`src/design/battery_monitor_frame_receiver_unit_assert.svh`:
```
// assertion macros used by the frame receiver rtl
`ifndef BATTERY_MONITOR_FRAME_RECEIVER_UNIT_ASSERT_SVH
`define BATTERY_MONITOR_FRAME_RECEIVER_UNIT_ASSERT_SVH

// same-cycle implication, checked on every rising edge out of reset
`define BMFR_ASSERT_NOW(label, ante, cons, msg) \
  label: assert property (@(posedge clk) disable iff (!rst_n) (ante) |-> (cons)) \
    else $error(msg);

// next-cycle implication
`define BMFR_ASSERT_NEXT(label, ante, cons, msg) \
  label: assert property (@(posedge clk) disable iff (!rst_n) (ante) |=> (cons)) \
    else $error(msg);

`endif

```
`src/design/bmfr_pkg.sv`:
```
`default_nettype none

package bmfr_pkg;

  // operation codes
  localparam logic OP_BYTE  = 1'b0;
  localparam logic OP_CLEAR = 1'b1;

  // frame status codes
  localparam logic [1:0] FS_INCOMPLETE = 2'd0;
  localparam logic [1:0] FS_GOOD       = 2'd1;
  localparam logic [1:0] FS_BAD_SUM    = 2'd2;
  localparam logic [1:0] FS_ERROR      = 2'd3;

  // frame layout
  localparam logic [7:0] START_BYTE     = 8'hDD;
  localparam int         FRAME_OVERHEAD = 7;
  localparam int         CHECK_OFFSET   = 4;
  localparam int         LENGTH_OFFSET  = 3;
  localparam int         STATUS_OFFSET  = 2;
  localparam int         COMMAND_OFFSET = 1;

  // frame state apart from the byte count
  typedef struct packed {
    logic [7:0]  len;
    logic        err;
    logic [15:0] sum;
    logic [15:0] cks;
    logic [7:0]  cmd;
  } frame_state_t;

  // report for one chunk end, without the byte count
  typedef struct packed {
    logic [1:0]  status;
    logic [7:0]  cmd;
    logic [7:0]  len;
    logic [15:0] csum;
    logic [15:0] cks;
  } frame_report_t;

endpackage

`default_nettype wire

```
`src/design/bmfr_step.sv`:
```
`default_nettype none

module bmfr_step import bmfr_pkg::*; #(
  parameter int CNT_W = 7,
  parameter int CAP   = 100
) (
  input  wire logic               op,
  input  wire logic [7:0]         rx_byte,
  input  wire logic               first,
  input  wire logic               last,
  input  wire logic [CNT_W-1:0]   cnt,
  input  wire frame_state_t       st,
  output logic      [CNT_W-1:0]   cnt_nxt,
  output frame_state_t            st_nxt,
  output logic                    has_res,
  output frame_report_t           res
);

  localparam int CMP_W = ((CNT_W > 8) ? CNT_W : 8) + 2;
  localparam logic [CNT_W-1:0] CNT_LIMIT = CNT_W'(CAP - 2);

  logic             take;
  logic [CMP_W-1:0] pos_ext;
  logic [CMP_W-1:0] len_ext;
  logic [CMP_W-1:0] cnt_ext;

  always_comb begin
    cnt_nxt = cnt;
    st_nxt  = st;
    pos_ext = CMP_W'(cnt);
    len_ext = CMP_W'(st.len);
    take    = !st.err && ((cnt != '0) || (first && (rx_byte == START_BYTE)));

    if (op == OP_CLEAR) begin
      cnt_nxt = '0;
      st_nxt  = '0;
    end else if (take) begin
      // overflow is checked on every accepted byte, status byte must be zero
      if (cnt >= CNT_LIMIT) begin
        st_nxt.err = 1'b1;
      end else if ((pos_ext == CMP_W'(STATUS_OFFSET)) && (rx_byte != 8'd0)) begin
        st_nxt.err = 1'b1;
      end else begin
        if (pos_ext == CMP_W'(COMMAND_OFFSET)) begin
          st_nxt.cmd = rx_byte;
        end
        if (pos_ext == CMP_W'(LENGTH_OFFSET)) begin
          st_nxt.len = rx_byte;
        end
        len_ext = CMP_W'(st_nxt.len);
        if ((pos_ext >= CMP_W'(LENGTH_OFFSET)) &&
            (pos_ext <= len_ext + CMP_W'(LENGTH_OFFSET))) begin
          st_nxt.sum = st.sum - {8'd0, rx_byte};
        end
        if ((pos_ext == len_ext + CMP_W'(CHECK_OFFSET)) ||
            (pos_ext == len_ext + CMP_W'(CHECK_OFFSET + 1))) begin
          st_nxt.cks = {st.cks[7:0], rx_byte};
        end
        cnt_nxt = cnt + CNT_W'(1);
      end
    end

    cnt_ext = CMP_W'(cnt_nxt);
    has_res = (op == OP_BYTE) && last;

    res.cmd  = st_nxt.cmd;
    res.len  = st_nxt.len;
    res.csum = st_nxt.sum;
    res.cks  = st_nxt.cks;
    if (st_nxt.err) begin
      res.status = FS_ERROR;
    end else if ((cnt_nxt != '0) &&
                 (cnt_ext == CMP_W'(st_nxt.len) + CMP_W'(FRAME_OVERHEAD))) begin
      res.status = (st_nxt.sum == st_nxt.cks) ? FS_GOOD : FS_BAD_SUM;
    end else begin
      res.status = FS_INCOMPLETE;
    end
  end

endmodule

`default_nettype wire

```
`src/design/battery_monitor_frame_receiver_unit.sv`:
```
// channel  | direction | handshake           | payload
// in_      | input     | in_valid / in_stall   | operation, rx_byte, chunk_first, chunk_last
// out_     | output    | out_valid / out_stall | frame_status, command_code, payload_length,
//          |           |                       | computed_sum, carried_sum, bytes_held
//
// one request per cycle sustained while in_stall is low; a byte is held in the input register
// and its report is registered into the result register from there
// the frame state update is a few compares, a count and a 16-bit subtract per byte
// rst_n is synchronous, active low; it clears the frame state and both valid flags
// out_stall holds the result register; the input stage stalls only when the
// waiting byte would produce a report and the result register is still full
`default_nettype none

module battery_monitor_frame_receiver_unit import bmfr_pkg::*; #(
  parameter int BUFFER_CAPACITY = 100
) (
  input  wire logic        clk,
  input  wire logic        rst_n,
  input  wire logic        in_valid,
  output logic             in_stall,
  input  wire logic        in_operation,
  input  wire logic [7:0]  in_rx_byte,
  input  wire logic        in_chunk_first,
  input  wire logic        in_chunk_last,
  output logic             out_valid,
  input  wire logic        out_stall,
  output logic [1:0]       out_frame_status,
  output logic [7:0]       out_command_code,
  output logic [7:0]       out_payload_length,
  output logic [15:0]      out_computed_sum,
  output logic [15:0]      out_carried_sum,
  output logic [6:0]       out_bytes_held
);

  // byte count never passes capacity minus two, so this width holds it
  localparam int CNT_W = $clog2(BUFFER_CAPACITY);
  localparam logic [CNT_W-1:0] CNT_LIMIT = CNT_W'(BUFFER_CAPACITY - 2);

  // input register
  logic       in_vld_r;
  logic       in_op_r;
  logic [7:0] in_byte_r;
  logic       in_first_r;
  logic       in_last_r;

  // frame state
  logic [CNT_W-1:0] cnt_r;
  frame_state_t     st_r;

  // step outputs
  logic [CNT_W-1:0] cnt_nxt;
  frame_state_t     st_nxt;
  logic             step_has_res;
  frame_report_t    step_res;
  logic [CNT_W+6:0] held_ext;

  // result register
  logic          out_vld_r;
  frame_report_t out_res_r;
  logic [6:0]    out_held_r;

  logic proc_go;

  // a byte that gives no report can always move on; a report needs room
  assign proc_go  = in_vld_r && (!step_has_res || !out_vld_r || !out_stall);
  assign in_stall = in_vld_r && !proc_go;

  always_ff @(posedge clk) begin
    if (!rst_n) begin
      in_vld_r <= 1'b0;
    end else if (!in_stall) begin
      in_vld_r <= in_valid;
    end
  end

  always_ff @(posedge clk) begin
    if (in_valid && !in_stall) begin
      in_op_r    <= in_operation;
      in_byte_r  <= in_rx_byte;
      in_first_r <= in_chunk_first;
      in_last_r  <= in_chunk_last;
    end
  end

  bmfr_step #(
    .CNT_W (CNT_W),
    .CAP   (BUFFER_CAPACITY)
  ) u_step (
    .op      (in_op_r),
    .rx_byte (in_byte_r),
    .first   (in_first_r),
    .last    (in_last_r),
    .cnt     (cnt_r),
    .st      (st_r),
    .cnt_nxt (cnt_nxt),
    .st_nxt  (st_nxt),
    .has_res (step_has_res),
    .res     (step_res)
  );

  // a dropped chunk and a stray byte both leave the state alone, so no
  // separate drop flag is kept
  always_ff @(posedge clk) begin
    if (!rst_n) begin
      cnt_r <= '0;
      st_r  <= '0;
    end else if (proc_go) begin
      cnt_r <= cnt_nxt;
      st_r  <= st_nxt;
    end
  end

  // bytes_held shows the count masked to seven bits
  assign held_ext = {7'd0, cnt_nxt};

  always_ff @(posedge clk) begin
    if (!rst_n) begin
      out_vld_r <= 1'b0;
    end else if (proc_go && step_has_res) begin
      out_vld_r <= 1'b1;
    end else if (!out_stall) begin
      out_vld_r <= 1'b0;
    end
  end

  always_ff @(posedge clk) begin
    if (proc_go && step_has_res) begin
      out_res_r  <= step_res;
      out_held_r <= held_ext[6:0];
    end
  end

  assign out_valid          = out_vld_r;
  assign out_frame_status   = out_res_r.status;
  assign out_command_code   = out_res_r.cmd;
  assign out_payload_length = out_res_r.len;
  assign out_computed_sum   = out_res_r.csum;
  assign out_carried_sum    = out_res_r.cks;
  assign out_bytes_held     = out_held_r;

`include "battery_monitor_frame_receiver_unit_assert.svh"

  `BMFR_ASSERT_NOW(a_cnt_bound, 1'b1, cnt_r <= CNT_LIMIT, "byte count past capacity")
  `BMFR_ASSERT_NEXT(a_err_sticky, st_r.err && !(proc_go && (in_op_r == OP_CLEAR)), st_r.err, "sticky error dropped without clear")
  `BMFR_ASSERT_NEXT(a_in_hold, in_vld_r && !proc_go, in_vld_r, "waiting byte lost from input stage")
  `BMFR_ASSERT_NOW(a_good_sum, out_vld_r && (out_res_r.status == FS_GOOD), out_res_r.csum == out_res_r.cks, "good status with mismatched checksum")

endmodule

`default_nettype wire
```
`config.mk`:
```
export PLATFORM = sky130hd
export DESIGN_NAME = battery_monitor_frame_receiver_unit
export DESIGN_NICKNAME = d
export VERILOG_FILES = /design/src/design/bmfr_pkg.sv /design/src/design/bmfr_step.sv /design/src/design/battery_monitor_frame_receiver_unit.sv
export VERILOG_INCLUDE_DIRS = /design/src /design/src/design
export SDC_FILE = /design/constraint.sdc
export NUM_CORES = 1
export LEC_CHECK = 0
export BUFFER_PORTS_ARGS = -buffer_cell sky130_fd_sc_hd__clkbuf_2
export CAP_MARGIN = 20
export CORE_MARGIN = 3
export CORE_UTILIZATION = 27
export CTS_CLUSTER_DIAMETER = 50
export CTS_CLUSTER_SIZE = 24
export DETAILED_ROUTE_END_ITERATION = 12
export HOLD_SLACK_MARGIN = 0.02
export RECOVER_POWER = 100
export SLEW_MARGIN = 20
export SYNTH_ARGS = -nofsm -noshare
export SYNTH_HDL_FRONTEND = slang
export SYNTH_SLANG_ARGS = --single-unit
export TNS_END_PERCENT = 50
```
`constraint.sdc`:
```
create_clock -name clk -period 7.7 [get_ports clk]
set_clock_uncertainty 0.15 [all_clocks]
set_input_delay 0.77 -clock clk [delete_from_list [all_inputs] [get_ports clk]]
set_output_delay 0.77 -clock clk [all_outputs]
set_load 0.03 [all_outputs]
```
# After elaboration in Yosys (flattened, before gate mapping)
# Cells that the tools add are included.
# op_classes
add_sub_neg	6
magnitude_cmp	3
n_eq_ne	9
n_mux	24
bitwise	1
reduce_logical	23
# ops
operator	n
49-bit 2-to-1 mux	2
40-bit 2-to-1 mux	2
8-bit 2-to-1 mux	8
16-bit 2-to-1 mux	2
7-bit by 10-bit == test with 1-bit output	3
7-bit 2-to-1 mux	4
8-bit by 3-bit adder with 9-bit output (second input constant)	3
16-bit == test	1
16-bit by 8-bit subtractor with 16-bit output	1
7-bit by 2-bit == test with 1-bit output (second input constant)	2
7-bit nonzero test	2
7-bit by 10-bit less-or-equal comparator with 1-bit output	1
1-bit logical AND	10
8-bit by 2-bit adder with 9-bit output (second input constant)	1
8-bit == test (second input constant)	1
8-bit nonzero test	1
7-bit by 1-bit adder with 7-bit output (second input constant)	1
7-bit by 1-bit == test with 1-bit output (second input constant)	1
7-bit by 2-bit greater-or-equal comparator with 1-bit output (second input constant)	1
7-bit greater-or-equal comparator (second input constant)	1
1-bit logical NOT	6
1-bit logical OR	4
1-bit 2-to-1 mux	4
2-bit 2-to-1 mux	2
other kinds (2)	2
# totals
ff_bits	126
elab_cells	84

# Longest topological paths before layout
# Gate-level depths: netlist of run 1.
# logic_depth
word_depth	18
ltp_mapped	24
ltp_nobuf	22

# Hierarchy
# A second synthesis of run 1 with hierarchy kept.
# unflattened
hier_cells	836
area_unflattened_um2	7877.6
# modules_own_cells
mod	instances	cells_each	area_per_inst_um2
battery_monitor_frame_receiver_unit	1	322	4408.0
bmfr_step	1	514	3469.6

# Worst setup path before layout of run 1
# No wires, ideal clock.
# synth_timing
path_kind	register -> register
startpoint	reg cnt_r[2]
endpoint	reg out_res_r, in the netlist out_frame_status[1] (data pin)
setup_ns	0.254
t_arrival_ns	4.929
required_time_ns	7.296
setup_slack_ns	2.367
stages_incl_launch_ff	22
path_buffers	2
period_less_slack_ns	5.333
cell_sequence	dfxtp_1 buf_6 or4_4 nor2_4 buf_6 mux2i_1 ha_1 nand2b_1 xnor2_1 ha_1 nand4_1 o21bai_1 a31oi_1 o221a_4 nor2_8 mux2i_1 a22o_1 a221o_1 o2bb2ai_1 or4_1 or3_1 a21o_1
# synth_via
elab_chain_cells	17
word_cells_on_any_way	43
# synth_lines
element	line	source
from (decl)	battery_monitor_frame_receiver_unit.sv:47	logic [CNT_W-1:0] cnt_r;
from (signal assigned)	battery_monitor_frame_receiver_unit.sv:108	cnt_r <= cnt_nxt;
7-bit by 2-bit == test with 1-bit output	bmfr_step.sv:47	if (pos_ext == CMP_W'(LENGTH_OFFSET)) begin
8-bit 2-to-1 mux	bmfr_step.sv:47	
8-bit 2-to-1 mux	bmfr_step.sv:41	end else if ((pos_ext == CMP_W'(STATUS_OFFSET)) && (rx_byte != 8'd0)) begin
8-bit 2-to-1 mux	bmfr_step.sv:39	if (cnt >= CNT_LIMIT) begin
8-bit 2-to-1 mux	bmfr_step.sv:37	end else if (take) begin
8-bit 2-to-1 mux	bmfr_step.sv:34	if (op == OP_CLEAR) begin
8-bit by 2-bit adder with 9-bit output, or another cell as far along	bmfr_step.sv:52	(pos_ext <= len_ext + CMP_W'(LENGTH_OFFSET))) begin
7-bit by 10-bit less-or-equal comparator with 1-bit output, or another cell as far along	bmfr_step.sv:52	
1-bit logical AND or 1-bit logical OR (tied branches)	bmfr_step.sv:51, bmfr_step.sv:55	
16-bit 2-to-1 mux, on equally long branches	bmfr_step.sv:51, bmfr_step.sv:55	
40-bit 2-to-1 mux	bmfr_step.sv:41	
40-bit 2-to-1 mux	bmfr_step.sv:39	
49-bit 2-to-1 mux	bmfr_step.sv:37	
49-bit 2-to-1 mux	bmfr_step.sv:34	
16-bit == test	bmfr_step.sv:74	res.status = (st_nxt.sum == st_nxt.cks) ? FS_GOOD : FS_BAD_SUM;
2-bit 2-to-1 mux	bmfr_step.sv:74	
2-bit 2-to-1 mux	bmfr_step.sv:72	end else if ((cnt_nxt != '0) &&
to (signal assigned)	battery_monitor_frame_receiver_unit.sv:128	out_res_r <= step_res;
to (decl)	battery_monitor_frame_receiver_unit.sv:59	frame_report_t out_res_r;
# Parallel ways exist; a longest one is shown, timed or not. The select of a mux whose other input is x is not followed.
# A chain may end at the register's enable or synchronous reset.

==> metrics.txt, run 1 <==
Post-DP Area 0.00806 mm2; Yosys reg bits 126; Root Buffer clkbuf_16; remaining routing DRC violations 0; Post-CTS Resized 0; GRT met1 Usage 21.6%; number of global-route vias before repair 5705; Seq/Total Area, Yosys 43.0%; worst-path cell chain or4_4 > nor2_1 > o21ai_0 > ha_1 > nand2b_1 > nand2b_1 > xnor2_1 > ha_1 > nand3_1 > o22ai_1 > a31oi_1 > o221a_4 > nor2_8 > mux2i_1 > nor2_1 > a211oi_1 > o22ai_1 > or4_1 > or3_1 > a21o_1; reg-to-reg slack, setup 1.15 ns; Async S/R FF share, synth 0%; DRT Pass-1 Iters 5; Max Fanout on Critical Path 16; Tmin final 6.55 ns; # Post-CTS Setup Buffers 0; Die H 172 um; most frequent cells in the layout 147 x nand2_1, 72 x clkbuf_1, 68 x nor2_1, 68 x edfxtp_1, 58 x dfxtp_1; Crit. End Element register; layout cell share with drive strength beyond 1 6.34%; hpwl dp 15100 um; Design Power 1.69 mW; Worst-Skew Late Latency 0.43 ns; prevailing post-synth register cell edfxtp_1; most common cell after layout, fill and taps aside nand2_1; Ports 74; H-tree depth 4; Initial DRC Count 577; headroom to the max-slew limit -110%; Post-Route Setup TNS 0 ns; antenna violations before repair 0; Global Route Usage Sum 14.6%; CTS buffer count 17; Leak 3.00 nW; Max-Cap Viols 3; failing checks max-capacitance violations, max-slew violations; Slew Limit Fails 160; Synth Area per Inst 9.05 um2; initial core utilization 27.6%; largest net degree at the start of global routing 67; Core Region 0.0270 mm2; number of enable flip-flop cells after synthesis 68; top area cells in the synthesized netlist edfxtp_1 27%, dfxtp_1 16%, nand2_1 7.4%; post-detailed-route count of antenna-violating nets 0; vias post-DR 6206; met2 GRT Util 21.1%; clk buf depth 2; busiest grt layer met1; status finished with violations; final core occ 31.8%; kind of critical path register to register; area delta synth->final 15.2%; synthesized instance count 824; unrepaired setup endpoints after global routing false; CP max stage cell nor2_1; GR Util met3 3.38%; RD Place Congestion 0.890; first-pass GRT wire length 33100 um; nets 910; PwrDens 196 mW/mm2; mapped cell area 0.00745 mm2; Final setup viols 0; setup ws final 1.15 ns; hold buffer count at CTS 0; Final Hold Viols 0; synth unique cells 75; pre-CTS setup slack 1.68 ns; fin crit share 85.1%; Reg clk slew, reported paths 0.06 ns; Design Area, Final 0.00859 mm2; CP arrival 6.59 ns; number of I/O port buffers 73; chip width 172 um; Die Area 0.0296 mm2; Max stage delay on crit path 0.70 ns; Tightest Pin Transition 3.15 ns; wire length per cell 17.8 um; HP Class register to register; synth warn 0; WP data required 7.73 ns; Cell Rows 60; Num Clock Sinks 126; post-synth top area share 27.4%; Fillers 2835; largest area contributor in the netlist edfxtp_1; VDD IR max 137 uV; total nets after synthesis 864; Via-to-Cell Ratio 5.07; ANT cells 0; GR Overflow Total 0; fmax 0.153 GHz; routed wire length 21700 um; TritonCTS clock tree done; element type at the critical path start register
-- routing by layer --
metal  wire, um  up-vias  share of wire (%)
li1           -     3001                  -
met1      10400     2934                 48
met2       9360      249                 43
met3       1720       22                7.9
met4        222        0                1.0
met5          0        -                  0
-- cells in the mapped netlist (all sizes together), types with 22 or more instances --
master,n
a21boi,49
a21oi,42
clkbuf,31
dfxtp,58
edfxtp,68
ha,24
inv,26
mux2i,26
nand2,149
nand3,23
nor2,70
nor3,22
xnor2,40
-- cell families after synthesis --
group | Yosys count | synth area share, %
AND/OR/NAND/NOR | 330 | 20.7
AO/OA/AOI/OAI | 180 | 16.7
buffers and inverters | 77 | 4.40
XOR/XNOR | 55 | 6.46
adder cells (fa/ha/maj) | 25 | 4.30
multiplexers | 31 | 4.45
flip-flops | 126 | 43.0
-- through the flow --
stage	std cells	hold slack, ns
after floorplan	824	0.293
after global placement	1192	0.305
after detailed placement	1192	0.318
after CTS	1224	0.326
after global routing	1224	0.355
final	1224	0.321
-- flip-flops by register name, summed over array words and instances, names as in the netlist --
signal	count
st_r	49
out_carried_sum	16
out_computed_sum	16
in_byte_r	8
out_command_code	8
out_payload_length	8
cnt_r	7
out_bytes_held	7
out_frame_status	2
in_first_r	1
in_last_r	1
in_op_r	1
in_vld_r	1
out_valid	1
-- path summary, 6_finish.rpt --
check / startpoint / to / cells after the start
worst max-delay path: cnt_r[3]$_SDFFE_PN0P_ / out_frame_status[1]$_SDFFCE_PP1P_ / 20
worst min-delay path: st_r[7]$_SDFFE_PN0P_ / st_r[7]$_SDFFE_PN0P_ / 2
worst max register to register: cnt_r[3]$_SDFFE_PN0P_ / out_frame_status[1]$_SDFFCE_PP1P_ / 20
worst min register to register: st_r[7]$_SDFFE_PN0P_ / st_r[7]$_SDFFE_PN0P_ / 2
-- final cells by class --
cell class,count,area [um2],share of cell area (%)
clock buffers,19,443,5.16
clock inverters,13,210,2.45
inverters,26,97.6,1.14
multi-input cells,621,3900,45.4
flip-flops and latches,126,3200,37.3
well taps,341,427,4.97
repair buffers,78,307,3.57
-- worst max-delay path, delay by kind of cell, from the launching register on --
family	cells	cell delay, ns
DFF	1	0.49
adders and majority gates	2	0.71
muxes	1	0.39
AOI/OAI and AO/OA	7	1.54
xor gates and xnor gates	1	0.08
and+or+nand+nor	9	2.94
-- where the power goes --
| group | internal [mW] | switching, mW | total [mW] | leakage (nW) |
|---|---|---|---|---|
| logic | 0.0175 | 0.0487 | 0.0662 | 1.53 |
| registers | 0.712 | 0.0108 | 0.723 | 1.15 |
| clock network | 0.584 | 0.314 | 0.898 | 0.314 |
(Power assumes the default switching activity.)
==> run 2, diff against run 1 <==
- SYNTH_HIERARCHICAL: unset -> 1
==> metrics.txt, run 2 <==
largest area contributor in the netlist edfxtp_1; Crit. End Element register; most common cell after layout, fill and taps aside nand2_1; Die Area 0.0313 mm2 (+5.5%); wire length per cell 17.2 um (-3.1%); WP data required 7.82 ns (+0.09 ns); Worst-Skew Late Latency 0.43 ns (about the same); ANT cells 0 (unchanged); synth warn 6 (+6); Final setup viols 0 (unchanged); layout cell share with drive strength beyond 1 7.39% (+1.0 points); RD Place Congestion 0.920 (+3.4%); VDD IR max 129 uV (-5.7%); nets 878 (-3.5%); vias post-DR 6012 (-3.1%); kind of critical path register to register; Core Region 0.0282 mm2 (+4.5%); Post-synth top cells 144 x nand2_1, 83 x nor2_1, 80 x mux2i_1; Net Sw Frac 24.9% (+2.8 points); # Post-CTS Setup Buffers 0 (unchanged); Fin Hold WS 0.309 ns (-0.0126 ns); first-pass GRT wire length 32700 um (-1.3%); TritonCTS clock tree done; max reg flops 49 (unchanged); element type at the critical path start register; post-detailed-route count of antenna-violating nets 0 (unchanged); top area cells in the synthesized netlist edfxtp_1 26%, dfxtp_1 15%, mux2i_1 10%; synth unique cells 84 (+12%); hpwl dp 15000 um (-1.0%); routed wire length 21200 um (-2.6%); antenna violations before repair 0 (unchanged); Via-to-Cell Ratio 4.88 (-3.7%); unrepaired setup endpoints after global routing false; chip width 177 um (+2.7%); number of I/O port buffers 73 (unchanged); Final Hold Viols 0 (unchanged); clk buf depth 2 (unchanged); Die H 177 um (+2.7%); total nets after synthesis 874 (+1.2%); largest register by flop count st_r; fin crit share 86.9% (+1.8 points); Seq/Total Area, Yosys 40.7% (-2.3 points); GR Overflow Total 0 (unchanged); CP endpoint out_frame_status[0]$_DFFE_PP_; CTS buffer count 17 (unchanged); CP arrival 6.81 ns (+0.22 ns); Internal Power 1.23 mW (-6.6%); number of global-route vias before repair 5584 (-2.1%); Psw 0.407 mW (+8.9%); Slew Limit Fails 179 (+12%); mapped cell area 0.00788 mm2 (+5.7%); most frequent cell after synthesis nand2_1; DRT Pass-1 Iters 5 (unchanged); synthesized instance count 836 (+1.5%); area delta synth->final 9.05%; FF-to-FF Start cnt_r[0]$_SDFFE_PN0P_; largest net degree at the start of global routing 115 (+72%); reg-to-reg slack, setup 1.01 ns (-0.14 ns); Max Fanout on Critical Path 19 (+3); most frequent cells in the layout 144 x nand2_1, 84 x nor2_1, 81 x mux2i_1, 68 x edfxtp_1, 68 x clkbuf_1; Combinational Power Share 4.2% (+0.3 points); Fillers 3013 (+6.3%); remaining routing DRC violations 0 (unchanged); hold buffer count at CTS 0 (unchanged); Root Buffer clkbuf_16; Post-Route Setup TNS 0 ns (unchanged); hold depth 2 (unchanged); Global Route Usage Sum 13.6% (-1.0 points); HP Class register to register; Post-CTS Resized 0 (unchanged); Initial DRC Count 663 (+15%); Register-to-Register Path Depth 22 (+10%); Reg clk slew, reported paths 0.07 ns (about the same); Clk network pwr share 51.7% (-1.5 points); failing checks max-capacitance violations, max-slew violations; Max-Cap Viols 3 (unchanged); initial core utilization 27.9% (+0.31 points); post-synth top area share 25.9% (-1.5 points); Synth Area per Inst 9.42 um2 (+4.2%); fmax 0.149 GHz (-2.0%); PwrDens 190 mW/mm2 (-3.2%); critical path startpoint cnt_r[0]$_SDFFE_PN0P_; H-tree depth 4 (unchanged); Yosys reg bits 126 (unchanged); Num Clock Sinks 126 (unchanged); Tightest Pin Transition 3.21 ns (+0.0617 ns); Ports 74 (unchanged); number of enable flip-flop cells after synthesis 68 (unchanged); Worst R2R End out_frame_status[0]$_DFFE_PP_; Async S/R FF share, synth 0% (unchanged); status finished with violations; worst-path cell chain ha_1 > nor3b_1 > nand2_1 > o21ai_0 > ha_1 > nand4_1 > xnor2_1 > nor2_1 > a21oi_1 > ha_1 > nand3_1 > nor2_1 > nand3_1 > a22oi_2 > nor2_1 > buf_4 > mux2i_1 > nor3_1 > or4_1 > nor4_4 > o211ai_1 > o21ai_0; Design Power 1.63 mW (-3.2%); CP max stage cell o21ai_0; Flop pwr share 44.0% (+1.2 points); non-filler cells, final 1231 (+0.57%); Leak 3.12 nW (+4.2%); Cell Rows 61 (+1.7%); dpl cells 1199 (+0.59%); headroom to the max-slew limit -114% (-4.1 points); Tmin final 6.69 ns (+0.136 ns); Max stage delay on crit path 0.69 ns (about the same); prevailing post-synth register cell edfxtp_1
-- run 2: changes by cell type after synthesis, sizes merged, moves of 8 or more --
| cell | change |
|---|---|
| a21boi | -48 |
| and2 | -8 |
| buf | +54 |
| clkbuf | -12 |
| mux2i | +55 |
| nand3 | -12 |
| nor2 | +15 |
| nor2b | -9 |
| o211ai | +8 |
-- run 2: final cells by class --
class / count / area [um2] / area share [%]
clock buffer: 17 / 425 / 4.95
clock inverter: 15 / 193 / 2.24
inverter: 23 / 86.3 / 1.00
multi-input combinational: 594 / 3890 / 45.3
sequential: 126 / 3200 / 37.3
tap: 378 / 473 / 5.51
timing repair buffer: 78 / 317 / 3.68
-- run 2: worst min-delay path by stage --
stage          slack [ns]             startpoint                    end
4_1_cts              0.31   st_r[1]$_SDFFE_PN0P_   st_r[1]$_SDFFE_PN0P_
3_5_place_dp         0.30   st_r[1]$_SDFFE_PN0P_   st_r[1]$_SDFFE_PN0P_
5_1_grt              0.33   st_r[6]$_SDFFE_PN0P_   st_r[6]$_SDFFE_PN0P_
2_1_floorplan        0.28  st_r[45]$_SDFFE_PN0P_  st_r[45]$_SDFFE_PN0P_
3_3_place_gp         0.29  st_r[18]$_SDFFE_PN0P_  st_r[18]$_SDFFE_PN0P_
6_report             0.31   st_r[6]$_SDFFE_PN0P_   st_r[6]$_SDFFE_PN0P_
-- run 2: critical path, delay by kind of cell, from the launching register on --
family                   cells  cell delay, ns
flip-flops                   1            0.57
multiplexers                 1            0.25
adder cells (fa/ha/maj)      3            1.16
buffers and inverters        1            0.20
AO/OA/AOI/OAI                5            1.42
AND/OR/NAND/NOR             11            2.60
XOR/XNOR                     1            0.17
-- run 2: layer usage --
layer / up-vias / track usage, % / part of all wire, %
li1: 2919 / - / -
met1: 2861 / 20.3 / 50
met2: 212 / 19.1 / 41
met3: 20 / 3.93 / 7.3
met4: 0 / 3.50 / 1.6
met5: - / 0 / 0
-- run 2: per-stage QoR --
step           area (um2)  setup WS [ns]  utilization (%)
6_report             8590           1.01             30.4
3_5_place_dp         8110           1.39             28.7
2_1_floorplan        7880           2.46                -
3_3_place_gp         8110           1.56             28.7
4_1_cts              8720           1.35             30.9
5_1_grt              8590          0.381             30.4
-- run 2: cell families after synthesis --
group,Yosys count,synth area share (%)
and+or+nand+nor,315,18.6
buffers and inverters,116,9.45
DFF,126,40.7
AOI/OAI and AO/OA,120,10.9
adders and majority gates,23,3.75
muxes,84,10.9
xor gates and xnor gates,52,5.78
-- run 2: power by group through the flow --
stage | logic (mW) | clock network, mW | registers [mW]
after CTS | 0.0696 | 0.865 | 0.719
after floorplan | 0.0520 | 0 | 0.733
after global placement | 0.0693 | 0 | 0.733
after global routing | 0.0755 | 0.899 | 0.720
after detailed placement | 0.0694 | 0 | 0.733
final | 0.0691 | 0.845 | 0.719
==> run 3, diff against run 2 <==
- BUFFER_PORTS_ARGS: -buffer_cell sky130_fd_sc_hd__clkbuf_2 -> -buffer_cell sky130_fd_sc_hd__buf_2
==> metrics.txt, run 3 (synthesized netlist as in run 2, its figures left out) <==
ANT cells 0 (unchanged); final core occ 30.3% (-0.093 points); routed wire length 21200 um (+0.21%); Post-Route Setup TNS 0 ns (unchanged); unrepaired setup endpoints after global routing false; max reg flops 49 (unchanged); Ports 74 (unchanged); number of I/O port buffers 73 (unchanged); Register-to-Register Path Depth 18 (-18%); Tmin final 6.81 ns (+0.118 ns); CTS buffer count 17 (unchanged); number of global-route vias before repair 5382 (-3.6%); CP arrival 6.92 ns (+0.11 ns); vias post-DR 5962 (-0.83%); chip width 177 um (unchanged); nets 880 (+0.23%); CP endpoint out_frame_status[0]$_DFFE_PP_; Num Clock Sinks 126 (unchanged); element type at the critical path start register; HP Class register to register; Buf/Inv on CP 1 (unchanged); Post-CTS Resized 0 (unchanged); worst-path cell chain ha_1 > nor3b_1 > nand2_1 > o21ai_0 > ha_1 > xnor2_1 > nor2_1 > a2111oi_0 > o2111ai_1 > nor4_1 > a31oi_2 > clkbuf_1 > mux2i_1 > nor3b_1 > or4_1 > nor4_4 > o211ai_1 > o21ai_0; largest net degree at the start of global routing 115 (unchanged); most frequent cells in the layout 144 x nand2_1, 84 x nor2_1, 81 x mux2i_1, 69 x clkbuf_1, 68 x edfxtp_1; headroom to the max-slew limit -108% (+5.8 points); Initial DRC Count 638 (-3.8%); clk buf depth 2 (unchanged); H-tree depth 4 (unchanged); Die H 177 um (unchanged); reg-to-reg slack, setup 0.89 ns (-0.12 ns); first-pass GRT wire length 32500 um (-0.80%); hold buffer count at CTS 0 (unchanged); FF-to-FF Start cnt_r[0]$_SDFFE_PN0P_; Max-Cap Viols 3 (unchanged); TritonCTS clock tree done; CP delay by family, top simple AND/OR/NAND/NOR gates; Global Route Usage Sum 13.6% (-0.036 points); Tightest Pin Transition 3.12 ns (-0.0869 ns); layout cell share with drive strength beyond 1 7.49% (+0.10 points); PwrDens 184 mW/mm2 (-3.2%); remaining routing DRC violations 0 (unchanged); # Post-CTS Setup Buffers 0 (unchanged); Max Fanout on Critical Path 19 (unchanged); Worst R2R End out_frame_status[0]$_DFFE_PP_; Core Region 0.0282 mm2 (unchanged); Final Hold Viols 0 (unchanged); Crit. End Element register; Via-to-Cell Ratio 4.84 (-0.99%); kind of critical path register to register; initial core utilization 27.9% (unchanged); hpwl dp 15000 um (about the same); RD Place Congestion 0.919 (-0.12%); VDD IR max 101 uV (-22%); critical path startpoint cnt_r[0]$_SDFFE_PN0P_; GR Overflow Total 0 (unchanged); fmax 0.147 GHz (-1.7%); CP max stage cell o21ai_0; post-detailed-route count of antenna-violating nets 0 (unchanged); failing checks max-capacitance violations, max-slew violations; Die Area 0.0313 mm2 (unchanged); largest register by flop count st_r; most common cell after layout, fill and taps aside nand2_1; wire length per cell 17.2 um (about the same); Root Buffer clkbuf_16; fin crit share 88.4% (+1.5 points); area delta synth->final 8.72%; Max stage delay on crit path 0.65 ns (-0.04 ns); Worst-Skew Late Latency 0.42 ns (about the same); Final setup viols 0 (unchanged); Cell Rows 61 (unchanged); Crit path depth 18 (-18%); antenna violations before repair 0 (unchanged); Leak 3.10 nW (-0.56%); Slew Limit Fails 164 (-8.4%); Reg clk slew, reported paths 0.06 ns (about the same); DRT Pass-1 Iters 5 (unchanged); status finished with violations; WP data required 7.81 ns (about the same)
## run 3: changes by cell type in the layout (fill, tap and decap cells not counted), sizes merged
cell / delta
clkbuf: -3
buf: +8
bufinv: -1
clkinvlp: +2
inv: -4
## run 3: worst min path at each step
stage	endpoint	slack (ns)	depth (start not counted)	start
global placement	st_r[4]$_SDFFE_PN0P_	0.29	2	st_r[4]$_SDFFE_PN0P_
global route	st_r[2]$_SDFFE_PN0P_	0.33	2	st_r[2]$_SDFFE_PN0P_
finish	st_r[18]$_SDFFE_PN0P_	0.31	2	st_r[18]$_SDFFE_PN0P_
floorplan	st_r[45]$_SDFFE_PN0P_	0.28	2	st_r[45]$_SDFFE_PN0P_
CTS	st_r[18]$_SDFFE_PN0P_	0.31	2	st_r[18]$_SDFFE_PN0P_
detailed placement	st_r[18]$_SDFFE_PN0P_	0.30	2	st_r[18]$_SDFFE_PN0P_
## run 3: layer usage
metal	vias to the layer above	part of all wire, %	track usage (%)
li1	2905	-	-
met1	2837	50	20.1
met2	201	42	19.6
met3	19	7.4	4.03
met4	0	0.74	2.42
met5	-	0	0
## run 3: tightest hold or removal path: stages, from the launching register on
cell and delay [ns]:
dfxtp_1 0.30, nand2_1 0.05, mux2i_1 0.05
## run 3: area by class of cell
class | count | area, um2
Clock buffer | 20 | 457
Clock inverter | 12 | 125
Timing Repair Buffer | 80 | 327
Inverter | 23 | 86.3
Fill cell | 2995 | 19700
Tap cell | 378 | 473
Multi-Input combinational cell | 594 | 3890
Sequential cell | 126 | 3200
## run 3: metrics by stage
step	setup slack (ns)	hold WS [ns]	instance area, um2	total power, mW	std cells
CTS	1.41	0.308	8700	1.60	1233
detailed placement	1.45	0.297	8120	0.803	1201
global route	0.514	0.327	8560	1.64	1233
finish	0.891	0.308	8560	1.58	1233
floorplan	2.46	0.284	7880	0.785	836
global placement	1.66	0.293	8120	0.803	1201
## run 3: where the power goes
| part | internal [mW] | leakage (nW) | total [mW] | switching (mW) |
|---|---|---|---|---|
| clock network | 0.469 | 0.277 | 0.787 | 0.318 |
| registers | 0.711 | 1.18 | 0.721 | 0.00971 |
| logic | 0.0207 | 1.65 | 0.0678 | 0.0471 |
| total | 1.20 | 3.10 | 1.58 | 0.375 |
